<file path="src/hdl/xrs_pkg.sv">
// Shared types, constants and generator functions for the xoroshiro128++ random source.
package xrs_pkg;

	localparam int unsigned WORD_W  = 64;
	localparam int unsigned CMD_W   = 3;
	localparam int unsigned BOUND_W = 31;
	localparam int unsigned BITS_W  = 7;
	localparam int unsigned STEP_W  = 32;
	localparam int unsigned CFG_IDX_W = 1;
	localparam int unsigned DIV_CNT_W = 5;

	localparam logic [WORD_W-1:0] ZERO_SEED_LOW  = 64'h9E37_79B9_7F4A_7C15;
	localparam logic [WORD_W-1:0] ZERO_SEED_HIGH = 64'h6A09_E667_F3BC_C909;

	typedef enum logic [CMD_W-1:0] {
		CMD_RESEED  = 3'd0,
		CMD_RAW     = 3'd1,
		CMD_BOUNDED = 3'd2,
		CMD_TOP     = 3'd3,
		CMD_SKIP    = 3'd4
	} cmd_t;

	typedef enum logic [CFG_IDX_W-1:0] {
		REG_SEED_HIGH = 1'b0,
		REG_SEED_LOW  = 1'b1
	} reg_idx_t;

	// Commands from the controller to the datapath.
	typedef struct packed {
		logic load_item;
		logic reseed;
		logic draw;
		logic skip_step;
		logic mul;
		logic div_start;
		logic div_step;
		logic out_load;
	} dp_ctrl_t;

	// Status from the datapath to the controller.
	typedef struct packed {
		cmd_t cmd;
		logic bound_zero;
		logic count_le1;
		logic low_ge_bound;
		logic thr_done;
		logic low_lt_thr;
		logic div_last;
		logic out_free;
	} dp_stat_t;

	function automatic logic [WORD_W-1:0] rotl(input logic [WORD_W-1:0] x, input int unsigned r);
		rotl = (x << r) | (x >> (WORD_W - r));
	endfunction

	// Output word of one draw, taken from the current state.
	function automatic logic [WORD_W-1:0] draw_out(input logic [WORD_W-1:0] lo,
		input logic [WORD_W-1:0] hi);
		draw_out = rotl(lo + hi, 17) + lo;
	endfunction

	function automatic logic [WORD_W-1:0] next_lo(input logic [WORD_W-1:0] lo,
		input logic [WORD_W-1:0] hi);
		logic [WORD_W-1:0] s1;
		s1 = hi ^ lo;
		next_lo = rotl(lo, 49) ^ s1 ^ (s1 << 21);
	endfunction

	function automatic logic [WORD_W-1:0] next_hi(input logic [WORD_W-1:0] lo,
		input logic [WORD_W-1:0] hi);
		next_hi = rotl(hi ^ lo, 28);
	endfunction

endpackage

</file>
<file path="src/hdl/xrs_if.sv">
// Handshake interfaces for the command channel and the result channel.
interface xrs_cmd_if;
	logic                             valid;
	logic                             ready;
	logic [xrs_pkg::CMD_W-1:0]        command;
	logic [xrs_pkg::BOUND_W-1:0]      bound;
	logic [xrs_pkg::BITS_W-1:0]       bit_count;
	logic [xrs_pkg::STEP_W-1:0]       step_count;

	modport source (output valid, command, bound, bit_count, step_count, input ready);
	modport sink   (input valid, command, bound, bit_count, step_count, output ready);
endinterface

interface xrs_res_if;
	logic                        valid;
	logic                        ready;
	logic [xrs_pkg::WORD_W-1:0]  value;
	logic                        error;

	modport source (output valid, value, error, input ready);
	modport sink   (input valid, value, error, output ready);
endinterface

</file>
<file path="src/hdl/xrs_ctrl.sv">
// Controller state machine that sequences each command through the datapath.
module xrs_ctrl (
	input  logic              clk,
	input  logic              arst_n,
	input  logic              in_valid,
	output logic              in_ready,
	input  xrs_pkg::dp_stat_t stat,
	output xrs_pkg::dp_ctrl_t ctrl
);

	typedef enum logic [7:0] {
		ST_IDLE   = 8'b0000_0001,
		ST_DECODE = 8'b0000_0010,
		ST_SKIP   = 8'b0000_0100,
		ST_DRAW   = 8'b0000_1000,
		ST_MUL    = 8'b0001_0000,
		ST_CHECK  = 8'b0010_0000,
		ST_DIV    = 8'b0100_0000,
		ST_FINISH = 8'b1000_0000
	} state_t;

	state_t state_q;
	state_t state_d;

	assign in_ready = (state_q == ST_IDLE);

	always_comb begin
		state_d = state_q;
		ctrl = '0;
		unique case (state_q)
			ST_IDLE: begin
				if (in_valid) begin
					ctrl.load_item = 1'b1;
					state_d = ST_DECODE;
				end
			end
			ST_DECODE: begin
				unique case (stat.cmd)
					xrs_pkg::CMD_RESEED: begin
						ctrl.reseed = 1'b1;
						state_d = ST_FINISH;
					end
					xrs_pkg::CMD_RAW, xrs_pkg::CMD_TOP: state_d = ST_DRAW;
					xrs_pkg::CMD_BOUNDED: state_d = stat.bound_zero ? ST_FINISH : ST_DRAW;
					xrs_pkg::CMD_SKIP: state_d = ST_SKIP;
					default: state_d = ST_FINISH;
				endcase
			end
			ST_SKIP: begin
				if (stat.count_le1) begin
					state_d = ST_DRAW;
				end else begin
					ctrl.skip_step = 1'b1;
				end
			end
			ST_DRAW: begin
				ctrl.draw = 1'b1;
				state_d = (stat.cmd == xrs_pkg::CMD_BOUNDED) ? ST_MUL : ST_FINISH;
			end
			ST_MUL: begin
				ctrl.mul = 1'b1;
				state_d = ST_CHECK;
			end
			ST_CHECK: begin
				if (stat.low_ge_bound) begin
					state_d = ST_FINISH;
				end else if (!stat.thr_done) begin
					ctrl.div_start = 1'b1;
					state_d = ST_DIV;
				end else if (stat.low_lt_thr) begin
					state_d = ST_DRAW;
				end else begin
					state_d = ST_FINISH;
				end
			end
			ST_DIV: begin
				ctrl.div_step = 1'b1;
				if (stat.div_last) begin
					state_d = ST_CHECK;
				end
			end
			ST_FINISH: begin
				if (stat.out_free) begin
					ctrl.out_load = 1'b1;
					state_d = ST_IDLE;
				end
			end
			default: state_d = ST_IDLE;
		endcase
	end

	always_ff @(posedge clk or negedge arst_n) begin
		if (!arst_n) begin
			state_q <= ST_IDLE;
		end else begin
			state_q <= state_d;
		end
	end

endmodule

</file>
<file path="src/hdl/xrs_dp.sv">
// Datapath: generator state, seed registers, multiplier, threshold divider and result register.
module xrs_dp (
	input  logic                                clk,
	input  logic                                arst_n,
	input  logic                                cfg_we,
	input  logic [xrs_pkg::CFG_IDX_W-1:0]       cfg_index,
	input  logic [xrs_pkg::WORD_W-1:0]          cfg_data,
	xrs_cmd_if.sink                             cmd,
	xrs_res_if.source                           res,
	input  xrs_pkg::dp_ctrl_t                   ctrl,
	output xrs_pkg::dp_stat_t                   stat
);

	localparam int unsigned W = xrs_pkg::WORD_W;
	localparam int unsigned BW = xrs_pkg::BOUND_W;

	logic [W-1:0] seed_hi_q, seed_lo_q;
	logic [W-1:0] st_lo_q, st_hi_q;

	xrs_pkg::cmd_t                cmd_q;
	logic [BW-1:0]                bound_q;
	logic [xrs_pkg::BITS_W-1:0]   bits_q;
	logic [xrs_pkg::STEP_W-1:0]   count_q;

	logic [W-1:0]                 draw_q;
	logic [W-1:0]                 prod_q;

	logic [BW-1:0]                rem_q;
	logic [31:0]                  dvd_q;
	logic [xrs_pkg::DIV_CNT_W-1:0] div_cnt_q;
	logic                         thr_done_q;

	logic                         out_valid_q;
	logic [W-1:0]                 value_q;
	logic                         error_q;

	logic [W-1:0]                 result;
	logic                         result_err;
	logic [W-1:0]                 top_bits;
	logic [31:0]                  div_trial;
	logic [31:0]                  div_diff;

	// Configuration writes.
	always_ff @(posedge clk or negedge arst_n) begin
		if (!arst_n) begin
			seed_hi_q <= '0;
			seed_lo_q <= '0;
		end else if (cfg_we) begin
			unique case (xrs_pkg::reg_idx_t'(cfg_index))
				xrs_pkg::REG_SEED_HIGH: seed_hi_q <= cfg_data;
				xrs_pkg::REG_SEED_LOW:  seed_lo_q <= cfg_data;
				default: ;
			endcase
		end
	end

	// Generator state.
	always_ff @(posedge clk or negedge arst_n) begin
		if (!arst_n) begin
			st_lo_q <= xrs_pkg::ZERO_SEED_LOW;
			st_hi_q <= xrs_pkg::ZERO_SEED_HIGH;
		end else if (ctrl.reseed) begin
			if ((seed_hi_q | seed_lo_q) == '0) begin
				st_lo_q <= xrs_pkg::ZERO_SEED_LOW;
				st_hi_q <= xrs_pkg::ZERO_SEED_HIGH;
			end else begin
				st_lo_q <= seed_lo_q;
				st_hi_q <= seed_hi_q;
			end
		end else if (ctrl.draw || ctrl.skip_step) begin
			st_lo_q <= xrs_pkg::next_lo(st_lo_q, st_hi_q);
			st_hi_q <= xrs_pkg::next_hi(st_lo_q, st_hi_q);
		end
	end

	// Item capture, draw, product and skip counter.
	always_ff @(posedge clk) begin
		if (ctrl.load_item) begin
			cmd_q   <= xrs_pkg::cmd_t'(cmd.command);
			bound_q <= cmd.bound;
			bits_q  <= cmd.bit_count;
			count_q <= cmd.step_count;
		end else if (ctrl.skip_step) begin
			count_q <= count_q - 1'b1;
		end
		if (ctrl.draw) begin
			draw_q <= xrs_pkg::draw_out(st_lo_q, st_hi_q);
		end
		if (ctrl.mul) begin
			prod_q <= W'(draw_q[31:0] * {1'b0, bound_q});
		end
	end

	// Threshold divider: (2^32 - bound) mod bound, one quotient bit per cycle.
	assign div_trial = {rem_q, dvd_q[31]};
	assign div_diff  = div_trial - {1'b0, bound_q};

	always_ff @(posedge clk) begin
		if (ctrl.div_start) begin
			rem_q     <= '0;
			dvd_q     <= 32'd0 - {1'b0, bound_q};
			div_cnt_q <= '0;
		end else if (ctrl.div_step) begin
			rem_q     <= (div_trial >= {1'b0, bound_q}) ? div_diff[BW-1:0] : div_trial[BW-1:0];
			dvd_q     <= {dvd_q[30:0], 1'b0};
			div_cnt_q <= div_cnt_q + 1'b1;
		end
	end

	always_ff @(posedge clk or negedge arst_n) begin
		if (!arst_n) begin
			thr_done_q <= 1'b0;
		end else if (ctrl.load_item) begin
			thr_done_q <= 1'b0;
		end else if (ctrl.div_step && stat.div_last) begin
			thr_done_q <= 1'b1;
		end
	end

	// Status.
	always_comb begin
		stat.cmd          = cmd_q;
		stat.bound_zero   = (bound_q == '0);
		stat.count_le1    = (count_q <= 32'd1);
		stat.low_ge_bound = (prod_q[31:0] >= {1'b0, bound_q});
		stat.thr_done     = thr_done_q;
		stat.low_lt_thr   = (prod_q[31:0] < {1'b0, rem_q});
		stat.div_last     = (div_cnt_q == '1);
		stat.out_free     = !out_valid_q || res.ready;
	end

	// Result selection.
	always_comb begin
		if (bits_q == '0) begin
			top_bits = '0;
		end else if (bits_q >= 7'd64) begin
			top_bits = draw_q;
		end else begin
			top_bits = draw_q >> (7'd64 - bits_q);
		end
	end

	always_comb begin
		result = '0;
		result_err = 1'b0;
		case (cmd_q)
			xrs_pkg::CMD_RAW, xrs_pkg::CMD_SKIP: result = draw_q;
			xrs_pkg::CMD_TOP: result = top_bits;
			xrs_pkg::CMD_BOUNDED: begin
				if (bound_q == '0) begin
					result_err = 1'b1;
				end else begin
					result = {32'd0, prod_q[W-1:32]};
				end
			end
			default: ;
		endcase
	end

	// Output register.
	always_ff @(posedge clk or negedge arst_n) begin
		if (!arst_n) begin
			out_valid_q <= 1'b0;
		end else if (ctrl.out_load) begin
			out_valid_q <= 1'b1;
		end else if (res.ready) begin
			out_valid_q <= 1'b0;
		end
	end

	always_ff @(posedge clk) begin
		if (ctrl.out_load) begin
			value_q <= result;
			error_q <= result_err;
		end
	end

	assign res.valid = out_valid_q;
	assign res.value = value_q;
	assign res.error = error_q;

endmodule

</file>
<file path="src/hdl/xoroshiro128pp_random_source_unit.sv">
// Top level of the xoroshiro128++ random source: controller and datapath.
//
// This block keeps a 128-bit xoroshiro128++ state and serves one command per item:
// reseed from the two seed registers (an all-zero seed loads fixed constants), a raw
// 64-bit draw, a bounded integer in [0, bound) by multiply-high with rejection, the
// top bit_count bits of a draw, and a skip that returns the last of step_count draws.
// Items are handled one at a time by a controller state machine. A reseed passes
// through the decode and finish states to the result register, a raw draw or a
// top-bits request through the decode, draw and finish states. A bounded integer
// adds the multiply and check states for the registered 32 by 31 bit multiply;
// when the first product falls in the rejection band the threshold is formed by a
// one-bit-per-cycle divider, and each further rejected draw passes again through
// the draw, multiply and check states. A skip advances the state by one step per
// cycle. The result register lets a new item be accepted while the previous result
// still waits to be taken. Configuration is to be written through cfg_we, cfg_index
// and cfg_data only while the block is idle; the block itself does not enforce it.
module xoroshiro128pp_random_source_unit (
	input  logic                            clk,
	input  logic                            arst_n,
	input  logic                            cfg_we,
	input  logic [xrs_pkg::CFG_IDX_W-1:0]   cfg_index,
	input  logic [xrs_pkg::WORD_W-1:0]      cfg_data,
	xrs_cmd_if.sink                         cmd,
	xrs_res_if.source                       res
);

	xrs_pkg::dp_ctrl_t ctrl;
	xrs_pkg::dp_stat_t stat;

	// The controller owns the input handshake; the datapath owns the result register.
	xrs_ctrl u_ctrl (
		.clk      (clk),
		.arst_n   (arst_n),
		.in_valid (cmd.valid),
		.in_ready (cmd.ready),
		.stat     (stat),
		.ctrl     (ctrl)
	);

	xrs_dp u_dp (
		.clk       (clk),
		.arst_n    (arst_n),
		.cfg_we    (cfg_we),
		.cfg_index (cfg_index),
		.cfg_data  (cfg_data),
		.cmd       (cmd),
		.res       (res),
		.ctrl      (ctrl),
		.stat      (stat)
	);

endmodule
</file>
<file path="src/flat_wrapper.sv">
// flat-port wrapper written by rule: the top's interface ports become plain ports
module xoroshiro128pp_random_source_unit_flat 
  (clk, arst_n, cfg_we, cfg_index, cfg_data, cmd_valid, cmd_command, cmd_bound, cmd_bit_count, cmd_step_count, cmd_ready, res_valid, res_value, res_error, res_ready);
  xrs_cmd_if cmd_i ();
  xrs_res_if res_i ();
  input  logic clk;
  input  logic arst_n;
  input  logic cfg_we;
  input  logic [xrs_pkg::CFG_IDX_W-1:0] cfg_index;
  input  logic [xrs_pkg::WORD_W-1:0] cfg_data;
  input wire logic [$bits(cmd_i.valid)-1:0] cmd_valid;
  input wire logic [$bits(cmd_i.command)-1:0] cmd_command;
  input wire logic [$bits(cmd_i.bound)-1:0] cmd_bound;
  input wire logic [$bits(cmd_i.bit_count)-1:0] cmd_bit_count;
  input wire logic [$bits(cmd_i.step_count)-1:0] cmd_step_count;
  output wire logic [$bits(cmd_i.ready)-1:0] cmd_ready;
  output wire logic [$bits(res_i.valid)-1:0] res_valid;
  output wire logic [$bits(res_i.value)-1:0] res_value;
  output wire logic [$bits(res_i.error)-1:0] res_error;
  input wire logic [$bits(res_i.ready)-1:0] res_ready;
  assign cmd_i.valid = cmd_valid;
  assign cmd_i.command = cmd_command;
  assign cmd_i.bound = cmd_bound;
  assign cmd_i.bit_count = cmd_bit_count;
  assign cmd_i.step_count = cmd_step_count;
  assign cmd_ready = cmd_i.ready;
  assign res_valid = res_i.valid;
  assign res_value = res_i.value;
  assign res_error = res_i.error;
  assign res_i.ready = res_ready;
  xoroshiro128pp_random_source_unit u_core (.clk(clk), .arst_n(arst_n), .cfg_we(cfg_we), .cfg_index(cfg_index), .cfg_data(cfg_data), .cmd(cmd_i), .res(res_i));
endmodule
</file>
<file path="config.mk">
export PLATFORM = sky130hd
export DESIGN_NAME = xoroshiro128pp_random_source_unit_flat
export DESIGN_NICKNAME = d
export VERILOG_FILES = /design/src/hdl/xrs_pkg.sv /design/src/hdl/xrs_if.sv /design/src/hdl/xrs_ctrl.sv /design/src/hdl/xrs_dp.sv /design/src/hdl/xoroshiro128pp_random_source_unit.sv /design/src/flat_wrapper.sv
export SDC_FILE = /design/constraint.sdc
export NUM_CORES = 2
export LEC_CHECK = 0
export ABC_AREA = 1
export BUFFER_PORTS_ARGS = -buffer_cell sky130_fd_sc_hd__buf_2
export CAP_MARGIN = 20
export CORE_ASPECT_RATIO = 0.7
export CORE_MARGIN = 2
export CORE_UTILIZATION = 35
export DETAILED_ROUTE_END_ITERATION = 10
export GPL_ROUTABILITY_DRIVEN = 0
export PLACE_DENSITY = 0.49
export SETUP_SLACK_MARGIN = 0.05
export SLEW_MARGIN = 20
export SYNTH_ARGS = -nofsm -noshare
export SYNTH_HDL_FRONTEND = slang
export SYNTH_SLANG_ARGS = --single-unit
</file>
<file path="constraint.sdc">
create_clock -name clk -period 10.6 [get_ports clk]
set_clock_uncertainty 0.15 [all_clocks]
set_input_delay 0.53 -clock clk [delete_from_list [all_inputs] [get_ports clk]]
set_output_delay 0.53 -clock clk [all_outputs]
set_load 0.02 [all_outputs]
</file>
==> flow_summary.toml <==
[run_status]
status = "finished clean"

[timing]
rsz0062_at_grt = "false"
period_share_pct = 76.2
setup_viol = 0
fin_setup_tns_ps = 0
hold_viol_final = 0
worst_slew_pin_slew_ps = 1160
finalMaxSlewViolations = 0
fmax_ghz = 0.124
period_needed_ps = 8080
slew_headroom_pct = 22.9

[detailed_routing]
final_antenna_net_count = 0
avgViaCountPerCell = 5.33
drc_errors = 0
drt_iter0_drc = 9357
wl_um = 325000
via_count = 73700
first_pass_iters = 9
post_drt_wl_per_cell_um = 23.5

[hold_path]
whs_path_depth = 3
hp-class = "in2reg"
hold_end = "u_core.u_dp.seed_hi_q[6]"
min-delay-start = "cfg_data[6]"

[setup_path]
crit_path_end_kind = "flop"
cp_slowest_cell = "edfxtp_1"
r2r_cells = 21
cp.arrival_ps = 8360
cp_cell_sequence = "buf_4 -> nand2_1 -> inv_1 -> fa_1 -> fa_1 -> inv_1 -> fa_1 -> fa_1 -> inv_1 -> fa_1 -> fa_1 -> fa_1 -> ha_1 -> ha_1 -> a21oi_1 -> nor2_1 -> nor2_1 -> o21ai_0 -> o21bai_1 -> nand3b_1 -> xor2_1"
worstReg2RegStart = "u_core.u_dp.bound_q[7]"
r2r-end = "u_core.u_dp.prod_q[46]"
critPathKind = "reg2reg"
critical-path-top-delay-family = "adder cells"
rrSetupSlack_ps = 2520
critPathRequiredTime_ps = 10890
cp-start-kind = "flop"
critPathMostFrequentCell = "fa_1"
cp_max_fo = 21
max_stage_delay_ps = 820
path_buf_inv = 4

[clock_tree]
cts_resized = 0
cts_buffer_depth = 3
post-cts-setup-buffers = 0
cts_tree = "done"
cts.sinks = 599
cts-htree-levels = 3
numCtsBuffers = 73
path_clk_slew_ps = 70
clk_latency_ps = 710
ctsHoldBuffers = 108
root_buffer = "clkbuf_16"

[grt]
use_met2_pct = 37.3
grt_use_total_pct = 28.5
gr-usage-met3_pct = 10.1
grt_pass1_wl_um = 480000
grt-busiest-layer = "met1"
grt_start_max_net_pins = 92
use_met1_pct = 43.4
antenna_found_initial = 24
grt_overflow = 0
grt_pass1_vias = 70900

[synth]
ys_warn_count = 0
syn-cell-area_um2 = 78100
synth_cells = 10800
synthTopCellsByArea = "fa_1 22%, nand2_1 15%, edfxtp_1 11%"
synth_edf_count = 297
synth.distinct_cells = 57
ys_ff_latch = 599
synth_flop_cell = "edfxtp_1"
avgSynthCellArea_um2 = 7.24
synthArstFlopShare_pct = 44.4
synth_fp_nets = 12300
synth_top_area_cell = "fa_1"
yosysSeqAreaShare_pct = 21.0
synth_top_area_share_pct = 22.3

[floorplan]
rows = 145
core_um2 = 222000
dieArea_um2 = 227000
floorplan.initialDensity_pct = 35.1
die_x_um = 569
io_pins = 210
die_h_um = 399

[cells_and_area]
final_layout_size_suffix_gt1_share_pct = 5.88
syn_to_final_growth_pct = 9.34
nets = 12300

[place]
place_hpwl_um = 255000
io_buffer_count = 209

[job]
cap_violations = 0
[flip-flops by register name, indices dropped and copies added, names as in the netlist, 5 cells and up]
signal / count
u_core.u_dp.draw_q: 64
u_core.u_dp.res.value: 64
u_core.u_dp.seed_hi_q: 64
u_core.u_dp.seed_lo_q: 64
u_core.u_dp.st_hi_q: 64
u_core.u_dp.st_lo_q: 64
u_core.u_dp.prod_q: 63
u_core.u_dp.count_q: 32
u_core.u_dp.dvd_q: 32
u_core.u_dp.bound_q: 31
u_core.u_dp.rem_q: 31
u_core.u_ctrl.state_q: 8
u_core.u_dp.bits_q: 7
u_core.u_dp.div_cnt_q: 5
[logic make-up after synthesis]
kind of cell | Yosys count | synth area share (%)
AND/OR/NAND/NOR | 4847 | 25.6
XOR/XNOR | 268 | 3.00
buffers and inverters | 2691 | 13.2
flip-flops | 599 | 21.0
adder cells (fa/ha/maj) | 1349 | 30.0
AO/OA/AOI/OAI | 1039 | 7.21
[worst max path at each step]
stage,from,endpoint,slack [ps],depth (start not counted)
3_3_place_gp,u_core.u_dp.bound_q[7],u_core.u_dp.prod_q[46],2750,21
4_1_cts,u_core.u_dp.bound_q[7],u_core.u_dp.prod_q[30],2710,19
6_report,u_core.u_dp.bound_q[7],u_core.u_dp.prod_q[46],2520,21
3_5_place_dp,u_core.u_dp.bound_q[7],u_core.u_dp.prod_q[45],2760,20
2_1_floorplan,u_core.u_ctrl.state_q[1],u_core.u_ctrl.state_q[3],2830,7
5_1_grt,u_core.u_dp.bound_q[7],u_core.u_dp.prod_q[44],2280,23
[Yosys cell counts (17+ instances only)]
master,count
nand2_1,3092
inv_1,2174
fa_1,869
nand3_1,822
nor2_1,636
o21ai_0,492
ha_1,480
a21oi_1,356
clkbuf_1,317
edfxtp_1,297
dfrtp_1,194
xor2_1,172
buf_2,125
nand4_1,124
xnor2_1,96
dfstp_2,72
nor3_1,59
buf_1,38
dfxtp_1,36
o21bai_1,36
or2_2,33
a21boi_0,27
o21ai_1,25
a21o_1,21
nor4_1,21
a31oi_1,20
inv_2,19
nand3b_1,17
[layout by cell type, fill, tap and decap left out, types with 96 or more instances in the layout]
| master | synthesis | layout |
|---|---|---|
| ha_1 | 480 | 479 |
| fa_1 | 869 | 869 |
| dlygate4sd3_1 | 0 | 108 |
| nor2_1 | 636 | 633 |
| buf_2 | 125 | 208 |
| xnor2_1 | 96 | 96 |
| a21oi_1 | 356 | 355 |
| buf_4 | 8 | 125 |
| nand2_1 | 3092 | 3087 |
| nand3_1 | 822 | 822 |
| dfrtp_1 | 194 | 194 |
| nand4_1 | 124 | 124 |
| edfxtp_1 | 297 | 297 |
| xor2_1 | 172 | 171 |
| inv_1 | 2174 | 2173 |
| o21ai_0 | 492 | 492 |
[through the flow]
step	cells	hold WS [ps]	area (um2)	utilization (%)	worst slack [ps]
after floorplan	10800	84.4	78100	-	2830
after global placement	13600	307	81800	36.8	2750
after detailed placement	13600	310	81900	36.8	2760
after CTS	13800	1.73	85400	38.4	2710
after global routing	13800	9.15	85400	38.4	2280
final	13800	23.8	85400	38.4	2520
[cell type report]
type / instances / area (um2)
Fill cell: 23600 / 137000
Multi-Input combinational cell: 7503 / 51500
Sequential cell: 599 / 16400
Inverter: 2194 / 8240
Tap cell: 2940 / 3680
Timing Repair Buffer: 445 / 3140
Clock buffer: 95 / 2020
Clock inverter: 40 / 438
Antenna cell: 13 / 32.5
[worst min-delay path, cell delays in order]
cell and delay [ps]:
buf_2 100, inv_1 80, o21ai_0 90
[layer usage]
| layer | part of all wire (%) | vias to the layer above |
|---|---|---|
| met2 | 37 | 4133 |
| met1 | 47 | 35900 |
| met5 | 0.088 | - |
| li1 | - | 33100 |
| met3 | 13 | 489 |
| met4 | 2.8 | 16 |
Power is not shown: default switching activity piles up to over one toggle a cycle in this logic, so the estimate is an artifact.
